File: src/hdl/assert_macros.svh
// assertion macros shared by the rtl files of the ordered key list
// no dependencies; the bodies are empty when SYNTHESIS is defined
`ifndef ASSERT_MACROS_SVH
`define ASSERT_MACROS_SVH

`ifndef SYNTHESIS
// property must hold at every clock edge outside reset
`define OKL_ASSERT(label, clk, rst_n, prop, msg) \
    label: assert property (@(posedge clk) disable iff (!rst_n) prop) else $error(msg);
// expression must never be true outside reset
`define OKL_NEVER(label, clk, rst_n, expr, msg) \
    label: assert property (@(posedge clk) disable iff (!rst_n) !(expr)) else $error(msg);
`else
`define OKL_ASSERT(label, clk, rst_n, prop, msg)
`define OKL_NEVER(label, clk, rst_n, expr, msg)
`endif

`endif

File: src/hdl/okl_pkg.sv
// constants, status codes and control structs of the ordered key list
// used by okl_free and ordered_key_list_with_slot_pool; no dependencies
package okl_pkg;

    localparam int SLOTS      = 32;
    localparam int SLOT_W     = $clog2(SLOTS);
    localparam int PTR_W      = $clog2(SLOTS + 2);
    localparam int STEP_W     = $clog2(SLOTS + 1);
    localparam int ROW_W      = 4;
    localparam int COL_W      = 4;
    localparam int KIND_W     = 3;
    localparam int KEY_W      = ROW_W + COL_W + KIND_W;
    localparam int STATUS_W   = 3;
    localparam int OUT_SLOT_W = 5;
    localparam int HEAD_W     = 6;
    localparam int IN_DATA_W  = ((KEY_W + 7) / 8) * 8;
    localparam int OUT_BITS   = OUT_SLOT_W + 2 * HEAD_W;
    localparam int OUT_DATA_W = ((OUT_BITS + 7) / 8) * 8;

    // link value that marks the last entry, also the empty-list head/tail
    localparam logic [PTR_W-1:0] END_MARK = PTR_W'(SLOTS);

    typedef enum logic [0:0] {
        REQ_ADD    = 1'b0,
        REQ_REMOVE = 1'b1
    } req_t;

    typedef enum logic [STATUS_W-1:0] {
        STAT_ADDED     = 3'd0,
        STAT_DUPLICATE = 3'd1,
        STAT_FULL      = 3'd2,
        STAT_REMOVED   = 3'd3,
        STAT_NOT_FOUND = 3'd4
    } status_t;

    typedef struct packed {
        logic              start;
        logic              alloc;
        logic              release_slot;
        logic [SLOT_W-1:0] slot;
    } free_ctrl_t;

    typedef struct packed {
        logic              done;
        logic              full;
        logic [SLOT_W-1:0] slot;
    } free_stat_t;

endpackage

File: src/hdl/okl_ram.sv
// generic single write port ram with registered read
// no dependencies
module okl_ram #(
    parameter int WIDTH = 8,
    parameter int DEPTH = 32
) (
    input  logic                                     clk,
    input  logic                                     we,
    input  logic [((DEPTH > 1) ? $clog2(DEPTH) : 1)-1:0] waddr,
    input  logic [WIDTH-1:0]                         wdata,
    input  logic [((DEPTH > 1) ? $clog2(DEPTH) : 1)-1:0] raddr,
    output logic [WIDTH-1:0]                         rdata
);

    logic [WIDTH-1:0] mem [DEPTH];

    always_ff @(posedge clk)
    begin
        if (we)
        begin
            mem[waddr] <= wdata;
        end
        rdata <= mem[raddr];
    end

endmodule

File: src/hdl/okl_free.sv
// free slot bitmap with a one-slot-per-cycle lowest-free scanner
// depends on okl_pkg
module okl_free (
    input  logic               clk,
    input  logic               rst_n,
    input  okl_pkg::free_ctrl_t ctrl,
    output okl_pkg::free_stat_t stat
);

    logic [okl_pkg::SLOTS-1:0]  free_reg, free_next;
    logic [okl_pkg::SLOT_W-1:0] idx_reg, idx_next;
    logic                       busy_reg, busy_next;
    logic                       hit;
    logic                       last;

    assign hit  = free_reg[idx_reg];
    assign last = (idx_reg == okl_pkg::SLOT_W'(okl_pkg::SLOTS - 1));

    always_comb
    begin
        stat.done = busy_reg && (hit || last);
        stat.full = !hit;
        stat.slot = idx_reg;
    end

    always_comb
    begin
        free_next = free_reg;
        idx_next  = idx_reg;
        busy_next = busy_reg;
        if (ctrl.alloc)
        begin
            free_next[ctrl.slot] = 1'b0;
        end
        if (ctrl.release_slot)
        begin
            free_next[ctrl.slot] = 1'b1;
        end
        if (ctrl.start)
        begin
            busy_next = 1'b1;
            idx_next  = '0;
        end
        else if (busy_reg)
        begin
            if (hit || last)
            begin
                busy_next = 1'b0;
            end
            else
            begin
                idx_next = idx_reg + okl_pkg::SLOT_W'(1);
            end
        end
    end

    always_ff @(posedge clk or negedge rst_n)
    begin
        if (!rst_n)
        begin
            free_reg <= '1;
            idx_reg  <= '0;
            busy_reg <= 1'b0;
        end
        else
        begin
            free_reg <= free_next;
            idx_reg  <= idx_next;
            busy_reg <= busy_next;
        end
    end

endmodule

File: src/hdl/ordered_key_list_with_slot_pool.sv
// top level of the ordered key list: request sequencer, key and link rams
// depends on okl_pkg, okl_ram, okl_free and assert_macros.svh
//
// usage
//   s_* carries requests: s_tuser is the request (0 add, 1 remove), s_tdata the key.
//   m_* carries one result word per request: status on m_tuser, slots on m_tdata.
//   a word is taken on a cycle where tvalid and tready are both high.
// sequencing
//   one request at a time. a list walk reads key and link ram at the current
//   slot and compares on the next cycle, once per visited entry.
//   an add that misses scans the free bitmap one slot per cycle (up to 32 slots),
//   then links a free slot in S_APPEND1 and S_APPEND2; a remove unlinks in S_UNLINK.
//   the result word is loaded into the output register from S_DONE.
// reset
//   the list is empty, all slots free; no clearing pass is needed.
// back-pressure
//   the result sits in an output register; s_tready returns once the result is
//   loaded, and a new request may run while the last word waits. a finished
//   request holds in its final state until the output register is free.
`include "assert_macros.svh"

module ordered_key_list_with_slot_pool (
    input  logic                               clk,
    input  logic                               rst_n,
    input  logic                               s_tvalid,
    output logic                               s_tready,
    input  logic [okl_pkg::IN_DATA_W-1:0]      s_tdata,  // key_row, key_col, key_kind, pad
    input  logic                               s_tuser,  // req_type
    output logic                               m_tvalid,
    input  logic                               m_tready,
    output logic [okl_pkg::OUT_DATA_W-1:0]     m_tdata,  // slot, head_slot, tail_slot, pad
    output logic [okl_pkg::STATUS_W-1:0]       m_tuser   // status
);

    typedef enum logic [8:0] {
        S_IDLE     = 9'b000000001,
        S_WALK_RD  = 9'b000000010,
        S_WALK_CMP = 9'b000000100,
        S_RESOLVE  = 9'b000001000,
        S_SCAN     = 9'b000010000,
        S_APPEND1  = 9'b000100000,
        S_APPEND2  = 9'b001000000,
        S_UNLINK   = 9'b010000000,
        S_DONE     = 9'b100000000
    } state_t;

    state_t                      state_reg, state_next;
    logic [okl_pkg::PTR_W-1:0]   head_reg, head_next;
    logic [okl_pkg::PTR_W-1:0]   tail_reg, tail_next;
    logic                        out_valid_reg, out_valid_next;

    okl_pkg::req_t               req_reg, req_next;
    logic [okl_pkg::KEY_W-1:0]   key_reg, key_next;
    logic [okl_pkg::PTR_W-1:0]   cur_reg, cur_next;
    logic [okl_pkg::PTR_W-1:0]   prev_reg, prev_next;
    logic [okl_pkg::STEP_W-1:0]  steps_reg, steps_next;
    logic                        found_reg, found_next;
    logic [okl_pkg::SLOT_W-1:0]  found_slot_reg, found_slot_next;
    logic [okl_pkg::PTR_W-1:0]   nxt_reg, nxt_next;
    logic [okl_pkg::SLOT_W-1:0]  new_slot_reg, new_slot_next;
    okl_pkg::status_t            status_reg, status_next;
    logic [okl_pkg::SLOT_W-1:0]  slot_reg, slot_next;
    okl_pkg::status_t            out_status_reg, out_status_next;
    logic [okl_pkg::OUT_DATA_W-1:0] out_data_reg, out_data_next;

    logic                        key_we;
    logic [okl_pkg::SLOT_W-1:0]  key_waddr;
    logic [okl_pkg::KEY_W-1:0]   key_rdata;
    logic                        link_we;
    logic [okl_pkg::SLOT_W-1:0]  link_waddr;
    logic [okl_pkg::PTR_W-1:0]   link_wdata;
    logic [okl_pkg::PTR_W-1:0]   link_rdata;
    logic [okl_pkg::STEP_W-1:0]  steps_inc;
    logic                        in_take;
    logic                        out_free;

    okl_pkg::free_ctrl_t         free_ctrl;
    okl_pkg::free_stat_t         free_stat;

    okl_ram #(.WIDTH(okl_pkg::KEY_W), .DEPTH(okl_pkg::SLOTS)) u_key_ram (
        .clk   (clk),
        .we    (key_we),
        .waddr (key_waddr),
        .wdata (key_reg),
        .raddr (cur_reg[okl_pkg::SLOT_W-1:0]),
        .rdata (key_rdata)
    );

    okl_ram #(.WIDTH(okl_pkg::PTR_W), .DEPTH(okl_pkg::SLOTS)) u_link_ram (
        .clk   (clk),
        .we    (link_we),
        .waddr (link_waddr),
        .wdata (link_wdata),
        .raddr (cur_reg[okl_pkg::SLOT_W-1:0]),
        .rdata (link_rdata)
    );

    okl_free u_free (
        .clk   (clk),
        .rst_n (rst_n),
        .ctrl  (free_ctrl),
        .stat  (free_stat)
    );

    assign s_tready  = (state_reg == S_IDLE);
    assign in_take   = s_tvalid && s_tready;
    assign out_free  = !out_valid_reg || m_tready;
    assign steps_inc = steps_reg + okl_pkg::STEP_W'(1);

    assign m_tvalid = out_valid_reg;
    assign m_tdata  = out_data_reg;
    assign m_tuser  = out_status_reg;

    always_comb
    begin
        state_next      = state_reg;
        head_next       = head_reg;
        tail_next       = tail_reg;
        out_valid_next  = out_valid_reg;
        req_next        = req_reg;
        key_next        = key_reg;
        cur_next        = cur_reg;
        prev_next       = prev_reg;
        steps_next      = steps_reg;
        found_next      = found_reg;
        found_slot_next = found_slot_reg;
        nxt_next        = nxt_reg;
        new_slot_next   = new_slot_reg;
        status_next     = status_reg;
        slot_next       = slot_reg;
        out_status_next = out_status_reg;
        out_data_next   = out_data_reg;
        key_we          = 1'b0;
        key_waddr       = new_slot_reg;
        link_we         = 1'b0;
        link_waddr      = new_slot_reg;
        link_wdata      = okl_pkg::END_MARK;
        free_ctrl       = '0;

        if (out_valid_reg && m_tready)
        begin
            out_valid_next = 1'b0;
        end

        case (state_reg)
            S_IDLE:
            begin
                if (in_take)
                begin
                    req_next   = okl_pkg::req_t'(s_tuser);
                    // key is row, col, kind from high to low bits
                    key_next   = {s_tdata[3:0], s_tdata[7:4], s_tdata[10:8]};
                    cur_next   = head_reg;
                    prev_next  = okl_pkg::END_MARK;
                    steps_next = '0;
                    found_next = 1'b0;
                    state_next = (head_reg < okl_pkg::END_MARK) ? S_WALK_RD : S_RESOLVE;
                end
            end
            S_WALK_RD:
            begin
                state_next = S_WALK_CMP;
            end
            S_WALK_CMP:
            begin
                if (key_rdata == key_reg)
                begin
                    found_next      = 1'b1;
                    found_slot_next = cur_reg[okl_pkg::SLOT_W-1:0];
                    nxt_next        = (link_rdata >= okl_pkg::END_MARK) ?
                                      okl_pkg::END_MARK : link_rdata;
                    state_next      = S_RESOLVE;
                end
                else
                begin
                    prev_next  = cur_reg;
                    cur_next   = link_rdata;
                    steps_next = steps_inc;
                    if (link_rdata >= okl_pkg::END_MARK ||
                        steps_inc == okl_pkg::STEP_W'(okl_pkg::SLOTS))
                    begin
                        state_next = S_RESOLVE;
                    end
                    else
                    begin
                        state_next = S_WALK_RD;
                    end
                end
            end
            S_RESOLVE:
            begin
                if (req_reg == okl_pkg::REQ_ADD)
                begin
                    if (found_reg)
                    begin
                        status_next = okl_pkg::STAT_DUPLICATE;
                        slot_next   = found_slot_reg;
                        state_next  = S_DONE;
                    end
                    else
                    begin
                        free_ctrl.start = 1'b1;
                        state_next      = S_SCAN;
                    end
                end
                else if (found_reg)
                begin
                    state_next = S_UNLINK;
                end
                else
                begin
                    status_next = okl_pkg::STAT_NOT_FOUND;
                    slot_next   = '0;
                    state_next  = S_DONE;
                end
            end
            S_SCAN:
            begin
                if (free_stat.done)
                begin
                    if (free_stat.full)
                    begin
                        status_next = okl_pkg::STAT_FULL;
                        slot_next   = '0;
                        state_next  = S_DONE;
                    end
                    else
                    begin
                        new_slot_next = free_stat.slot;
                        state_next    = S_APPEND1;
                    end
                end
            end
            S_APPEND1:
            begin
                key_we    = 1'b1;
                key_waddr = new_slot_reg;
                if (head_reg < okl_pkg::END_MARK && tail_reg < okl_pkg::END_MARK)
                begin
                    link_we    = 1'b1;
                    link_waddr = tail_reg[okl_pkg::SLOT_W-1:0];
                    link_wdata = okl_pkg::PTR_W'(new_slot_reg);
                end
                else
                begin
                    head_next = okl_pkg::PTR_W'(new_slot_reg);
                end
                // on an empty list head and tail move on the same edge
                tail_next  = okl_pkg::PTR_W'(new_slot_reg);
                state_next = S_APPEND2;
            end
            S_APPEND2:
            begin
                link_we         = 1'b1;
                link_waddr      = new_slot_reg;
                link_wdata      = okl_pkg::END_MARK;
                free_ctrl.alloc = 1'b1;
                free_ctrl.slot  = new_slot_reg;
                status_next     = okl_pkg::STAT_ADDED;
                slot_next       = new_slot_reg;
                state_next      = S_DONE;
            end
            S_UNLINK:
            begin
                if (prev_reg < okl_pkg::END_MARK)
                begin
                    link_we    = 1'b1;
                    link_waddr = prev_reg[okl_pkg::SLOT_W-1:0];
                    link_wdata = nxt_reg;
                end
                else
                begin
                    head_next = nxt_reg;
                end
                if (okl_pkg::PTR_W'(found_slot_reg) == tail_reg)
                begin
                    tail_next = prev_reg;
                end
                free_ctrl.release_slot = 1'b1;
                free_ctrl.slot         = found_slot_reg;
                status_next            = okl_pkg::STAT_REMOVED;
                slot_next              = found_slot_reg;
                state_next             = S_DONE;
            end
            S_DONE:
            begin
                if (out_free)
                begin
                    out_valid_next  = 1'b1;
                    out_status_next = status_reg;
                    out_data_next   = okl_pkg::OUT_DATA_W'({
                        tail_reg[okl_pkg::HEAD_W-1:0],
                        head_reg[okl_pkg::HEAD_W-1:0],
                        okl_pkg::OUT_SLOT_W'(slot_reg)});
                    state_next      = S_IDLE;
                end
            end
            default:
            begin
                state_next = S_IDLE;
            end
        endcase
    end

    always_ff @(posedge clk or negedge rst_n)
    begin
        if (!rst_n)
        begin
            state_reg     <= S_IDLE;
            head_reg      <= okl_pkg::END_MARK;
            tail_reg      <= okl_pkg::END_MARK;
            out_valid_reg <= 1'b0;
        end
        else
        begin
            state_reg     <= state_next;
            head_reg      <= head_next;
            tail_reg      <= tail_next;
            out_valid_reg <= out_valid_next;
        end
    end

    always_ff @(posedge clk)
    begin
        req_reg        <= req_next;
        key_reg        <= key_next;
        cur_reg        <= cur_next;
        prev_reg       <= prev_next;
        steps_reg      <= steps_next;
        found_reg      <= found_next;
        found_slot_reg <= found_slot_next;
        nxt_reg        <= nxt_next;
        new_slot_reg   <= new_slot_next;
        status_reg     <= status_next;
        slot_reg       <= slot_next;
        out_status_reg <= out_status_next;
        out_data_reg   <= out_data_next;
    end

    // head and tail are either both the end mark or both real slots
    `OKL_ASSERT(a_head_tail_empty, clk, rst_n, ((head_reg == okl_pkg::END_MARK) == (tail_reg == okl_pkg::END_MARK)), "head and tail disagree on empty list")
    // a taken request keeps the input closed on the next cycle
    `OKL_ASSERT(a_one_at_a_time, clk, rst_n, (s_tvalid && s_tready) |=> !s_tready, "request accepted while busy")
    // a new result word only comes out of the final state
    `OKL_ASSERT(a_word_from_done, clk, rst_n, (!$past(out_valid_reg) && out_valid_reg) |-> ($past(state_reg) == S_DONE), "result word without a finished request")

endmodule
File: config.mk
export PLATFORM = sky130hd
export DESIGN_NAME = ordered_key_list_with_slot_pool
export DESIGN_NICKNAME = d
export VERILOG_FILES = /design/src/hdl/okl_pkg.sv /design/src/hdl/okl_ram.sv /design/src/hdl/okl_free.sv /design/src/hdl/ordered_key_list_with_slot_pool.sv
export VERILOG_INCLUDE_DIRS = /design/src /design/src/hdl
export SDC_FILE = /design/constraint.sdc
export NUM_CORES = 1
export LEC_CHECK = 0
export ABC_CLOCK_PERIOD_IN_PS = 8750
export BUFFER_PORTS_ARGS = -buffer_cell sky130_fd_sc_hd__buf_2
export CAP_MARGIN = 20
export CORE_UTILIZATION = 45
export CTS_CLUSTER_DIAMETER = 150
export CTS_CLUSTER_SIZE = 8
export DETAILED_ROUTE_END_ITERATION = 10
export PLACE_DENSITY = 0.6
export RECOVER_POWER = 25
export SKIP_LAST_GASP = 1
export SLEW_MARGIN = 10
export SYNTH_ARGS = -nofsm -noshare
export SYNTH_HDL_FRONTEND = slang
export SYNTH_SLANG_ARGS = --single-unit
File: constraint.sdc
create_clock -name clk -period 8.75 [get_ports clk]
set_clock_uncertainty 0.15 [all_clocks]
set_input_delay 0.4375 -clock clk [delete_from_list [all_inputs] [get_ports clk]]
set_output_delay 0.4375 -clock clk [all_outputs]
set_load 0.02 [all_outputs]
# Word level (Yosys, flattened, before mapping)
# Memories as Yosys holds them, arrays and structs flattened. A register that Yosys moved wholly into a read port is not among the register bits.
# Cells that the tools add are included.
# word_totals
romBits	0
ff_bits	135
mem_count	2
latchBits	0
inputBits	21
output_inout_bits	29
ram_bits	544
# op_classes
n_reduce_logical	25
n_div	0
bitwise	3
n_mul	0
n_shift	0
muxes	75
order_cmp	7
eq_ne	25
addsub	2
# mem_list
memory	words	word_bits	rd	rd_clocked_by_memory_dff	wr	line_no	rtl
u_key_ram.mem	32	11	1	1	1	okl_ram.sv:15	logic [WIDTH-1:0] mem [DEPTH];
u_link_ram.mem	32	6	1	1	1	okl_ram.sv:15	
# op_table
cell	n
6-bit one-hot mux with 2 select lines	6
9-bit one-hot mux with 8 select lines	1
6-bit two-way mux	11
32-bit two-way mux	2
9-bit two-way mux	7
5-bit two-way mux	10
32-bit bitwise AND	1
32-bit inverter	1
32-bit bitwise OR	1
1-bit two-way mux	22
5-bit one-hot mux with 2 select lines	2
5-bit one-hot mux with 4 select lines	1
6-bit less-than comparator (second input constant)	3
2-bit != test (second input constant)	9
3-bit two-way mux	5
3-bit AND reduction	5
5-bit by 6-bit less-than comparator with 1-bit output (second input constant)	2
4-bit two-way mux	3
3-bit one-hot mux with 4 select lines	1
11-bit equality test	1
2-bit AND reduction	5
9-bit by 1-bit equality test with 1-bit output (second input constant)	1
9-bit by 2-bit equality test with 1-bit output (second input constant)	1
9-bit by 3-bit equality test with 1-bit output (second input constant)	1
other kinds (26)	35

# Longest topological paths before layout
# logic_depth
word_depth	11
ltp_mapped	10

# Modules after synthesis
# From an unflattened synthesis, not the netlist that was laid out.
# unflattened
hier_cells	1665
area_unflattened_um2	28139.5
# modules_own_cells
module	n_inst	area_per_inst_um2	cells_per_inst	seq_area_each_um2
okl_ram (u_key_ram)	1	14192.4	801	10790.3
okl_ram (u_link_ram)	1	7589.8	323	5885.6
ordered_key_list_with_slot_pool	1	4374.2	350	2806.4
okl_free	1	1983.2	191	991.0

# Least setup slack after synthesis
# No wires, ideal clock.
# synth_timing
path_kind	reg-to-reg
startpoint	register state_reg[7]
endpoint	register cur_reg[0] (netlist name) (enable)
t_arrival_ps	3132
required_time_ps	8207
path_slack_ps	5076
path_stages_with_launch	10
synth_period_minus_slack_ps	3674
setup_time_ps	393
path_cell_list	dfrtp_1 -> clkbuf_1 -> clkbuf_1 -> or4_1 -> nor4_1 -> nand3b_1 -> inv_1 -> and2_1 -> nor2_1 -> nor2_1
# synth_between
elab_chain_len	4
# synth_lines
element	line_no	rtl
start: declaration	ordered_key_list_with_slot_pool.sv:47	state_t state_reg, state_next;
start signal: assignment	ordered_key_list_with_slot_pool.sv:316	state_reg <= state_next;
9-bit by 1-bit equality test with 1-bit output *	ordered_key_list_with_slot_pool.sv:105	assign s_tready = (state_reg == S_IDLE);
named net s_tready	ordered_key_list_with_slot_pool.sv:26	output logic s_tready,
1-bit logical AND	ordered_key_list_with_slot_pool.sv:106	assign in_take = s_tvalid && s_tready;
2-bit by 1-bit != test with 1-bit output (no source line)	n/a	
3-bit AND reduction (no source line) *	n/a	
end signal: assignment	ordered_key_list_with_slot_pool.sv:327	cur_reg <= cur_next;
end: declaration	ordered_key_list_with_slot_pool.sv:54	logic [okl_pkg::PTR_W-1:0] cur_reg, cur_next;
# The timed path passes the listed nets; every way through them passes the cells marked *.
# A chain may end at the register's enable or synchronous reset.

==> flow_metrics.tcl <==
set metrics [dict create \
    vias_per_cell 5.64 \
    clk_latency_ns 0.64 \
    n_fill_cell 4734 \
    pin_slew_with_the_least_headroom_to_its_limit_ns 3.48 \
    synth_top_area_frac 0.669 \
    cts.htree.levels 3 \
    post_synth.cell_area_avg_sq_um 19.1 \
    number_of_flip_flops_in_the_largest_register 352 \
    outcome "finished with violations" \
    worst_hold_path_type "input port to flip-flop" \
    synthMostInstantiatedCell "sky130_fd_sc_hd__edfxtp_1" \
    combinational_family_with_the_most_area_after_synthesis "multiplexers" \
    deepest_clock_path_buffer_count 3 \
    worstPathMaxFanout 50 \
    detail_route.wl_per_cell_um 23.4 \
    p_sw_frac 0.235 \
    cts.reportedPaths.clkPinSlew_ns 0.05 \
    synth-xor-area-share 0.00662 \
    core-area_sq_um 60700 \
    post-route-drc-count 0 \
    overall_routed_net_length_um 56800 \
    number_of_top_level_pins 50 \
    achievable-frequency_mhz 228 \
    slew_headroom -1.32 \
    worst_hold_slack_ns 0.111 \
    post-cts-setup-buffers 0 \
    ys_types 72 \
    yosys-mux-area-fraction 0.153 \
    synth_cells 1458 \
    synth-adder-area-share 0.00225 \
    async_flop_share 0.0862 \
    grt_pass1_wl_um 87900 \
    synthToLayoutAreaGrowth_pct 14.8 \
    final_max_slew_viol_count 186 \
    cap_viol_max_count 5 \
    worst_ir_drop_vdd_v 0.000138 \
    buffer_ports.inserted 37 \
    rsz_0062_raised_after_global_routing "false" \
    rr_worst_depth 4 \
    number_of_enable_type_register_cells_in_the_synthesized_netlist 619 \
    die_height_um 251 \
    netlist_area_sq_um 27800 \
    num_antenna_cells 0 \
    holdPathEnd "state_reg[0]" \
    pwr-share-seq 0.467 \
    synth-seq-cells 696 \
    pin_count_of_the_biggest_net_entering_global_routing 61 \
    synth-compound-area-share 0.0311 \
    clk_root_buffer_cell "sky130_fd_sc_hd__clkbuf_16" \
    holdCritStartpoint "s_tvalid" \
    finalSetupViolations 0 \
    worst-endpoint-required_ns 9.12 \
    synth-seq-area-share 0.736 \
    fin_setup_tns_ns 0 \
    rows 90 \
    tritoncts "built" \
    failed_checks "capacitance limit, slew limit" \
    synthTopCellsByCount "sky130_fd_sc_hd__edfxtp_1, sky130_fd_sc_hd__mux4_2, sky130_fd_sc_hd__nor2_1" \
    min_path_cells 4 \
    synth_simple_gate_area_share 0.0561 \
    critical_path_startpoint_category "flip-flop" \
    report.final.hold_viol_count 0 \
    first_global_vias 14200 \
    power.combinational.fraction 0.127 \
    sinks_on_the_clock_net 696 \
    nNetsFinal 1611 \
    drtPass1Iterations 5 \
    power.switching_mw 1.95 \
    antenna_violations_before_repair 0 \
    first_iter_violations 1073 \
    place_hpwl_um 35300 \
    antenna_left 0 \
    cts-buffers-inserted 96 \
    p_clk_frac 0.406 \
    static-leakage-power_nw 10.2 \
    dominant_register_cell_in_the_synthesized_netlist "sky130_fd_sc_hd__edfxtp_1" \
    crit-reg2reg-capture "u_link_ram.rdata[2]" \
    yosysWarnings 0 \
    design.die.area_sq_um 62800 \
    die_x_um 251 \
    timing.final.crit_period_ns 4.39 \
    track_usage 0.186 \
    cp.arrival_ns 4.76 \
    vias 13700 \
    grt_remaining_overflow 0 \
    regToRegStartpoint "cur_reg[1]" \
    ys_top_cells_by_area "sky130_fd_sc_hd__edfxtp_1, sky130_fd_sc_hd__mux4_2, sky130_fd_sc_hd__dfstp_2" \
    rrSetupSlack_ns 4.36 \
    synth_top_area_cell "sky130_fd_sc_hd__edfxtp_1" \
    pint_mw 6.36 \
    gp_congestion 0.824 \
    crit_path_end_kind "flip-flop" \
    final_layout_size_suffix_gt1_frac 0.262 \
    layout_worst_path_cycle_share 0.502 \
    power_density_nw_per_um2 261 \
    critPathKind "flip-flop to flip-flop" \
    initial_core_utilization 0.458 \
]
## per-stage QoR
step / setup WS [ns] / std cells / instance area [sq um] / total power [mW] / util
after CTS: 4.59 / 2403 / 31800 / 8.39 / 0.523
after detailed placement: 4.61 / 2236 / 28900 / 4.99 / 0.476
final: 4.36 / 2422 / 31900 / 8.32 / 0.526
after floorplan: 5.08 / 1464 / 27800 / 4.68 / -
after global routing: 4.16 / 2422 / 31900 / 8.61 / 0.526
after global placement: 4.63 / 2224 / 28800 / 4.97 / 0.474
## power by group through the flow
stage | registers (mW) | logic (mW) | clock network [mW]
after global routing | 3.90 | 1.13 | 3.58
after floorplan | 3.92 | 0.754 | 0
after global placement | 3.96 | 1.01 | 0
after CTS | 3.90 | 1.03 | 3.45
after detailed placement | 3.96 | 1.02 | 0
final | 3.89 | 1.05 | 3.38
## metal layers
layer	part of all wire	track usage	up-vias
li1	-	-	6104
met2	0.47	0.290	353
met5	0	0	-
met3	0.048	0.0315	74
met1	0.46	0.271	7125
met4	0.016	0.0550	0
## layout by cell type, fill, tap and decap left out, drive strengths merged, types with 5 or more instances in the layout
cell type,n
nand2b,15
nand3b,14
nor4,7
ha,5
o21ai,79
dfstp,35
conb,7
a22o,5
nor3,9
nor2b,11
clkbuf,162
mux4,170
nand2,74
mux2,17
or2,7
a21oi,10
buf,75
dfrtp,25
inv,9
mux2i,24
dlygate4sd3,14
xnor2,17
nor2,101
nand3,25
and2,17
edfxtp,619
dfxtp,17
a22oi,5
## timing repair
action,4_1_cts,5_1_grt
gates resized for setup,0,0
setup endpoints to repair,0,0
hold endpoints to repair,38,0
hold buffers,14,0
## area by class of cell
class	instances	area, sq um	share of cell area
well taps	782	978	0.0307
inverters	7	26.3	0.000823
multi-input cells	682	6970	0.218
clock inverters	4	72.6	0.00227
flip-flops and latches	696	20500	0.641
repair buffers	102	736	0.0230
clock buffers	149	2670	0.0835
## how the worst max path moves through the flow
stage / from / end / depth (start not counted)
after CTS: cur_reg[0] / u_key_ram.rdata[5] / 5
after global placement: cur_reg[0] / u_key_ram.rdata[2] / 5
final: cur_reg[1] / u_link_ram.rdata[2] / 4
after detailed placement: cur_reg[0] / u_key_ram.rdata[1] / 5
after global routing: cur_reg[2] / u_key_ram.rdata[5] / 3
after floorplan: state_reg[7] / cur_reg[0] / 9
## worst max-delay path: stages, from the launching register on
cell and delay [ns]:
sky130_fd_sc_hd__edfxtp_1 0.36, sky130_fd_sc_hd__clkbuf_1 2.31, sky130_fd_sc_hd__mux4_2 0.53, sky130_fd_sc_hd__mux4_2 0.54, sky130_fd_sc_hd__mux2_2 0.31
## kinds of logic after synthesis
logic type,after synthesis
AOI/OAI and AO/OA,134
adders and majority gates,5
muxes,211
other,1
and+or+nand+nor,304
xor gates and xnor gates,21
buffers and inverters,86
DFF,696
No activity file was read; power rests on OpenSTA's default activity.
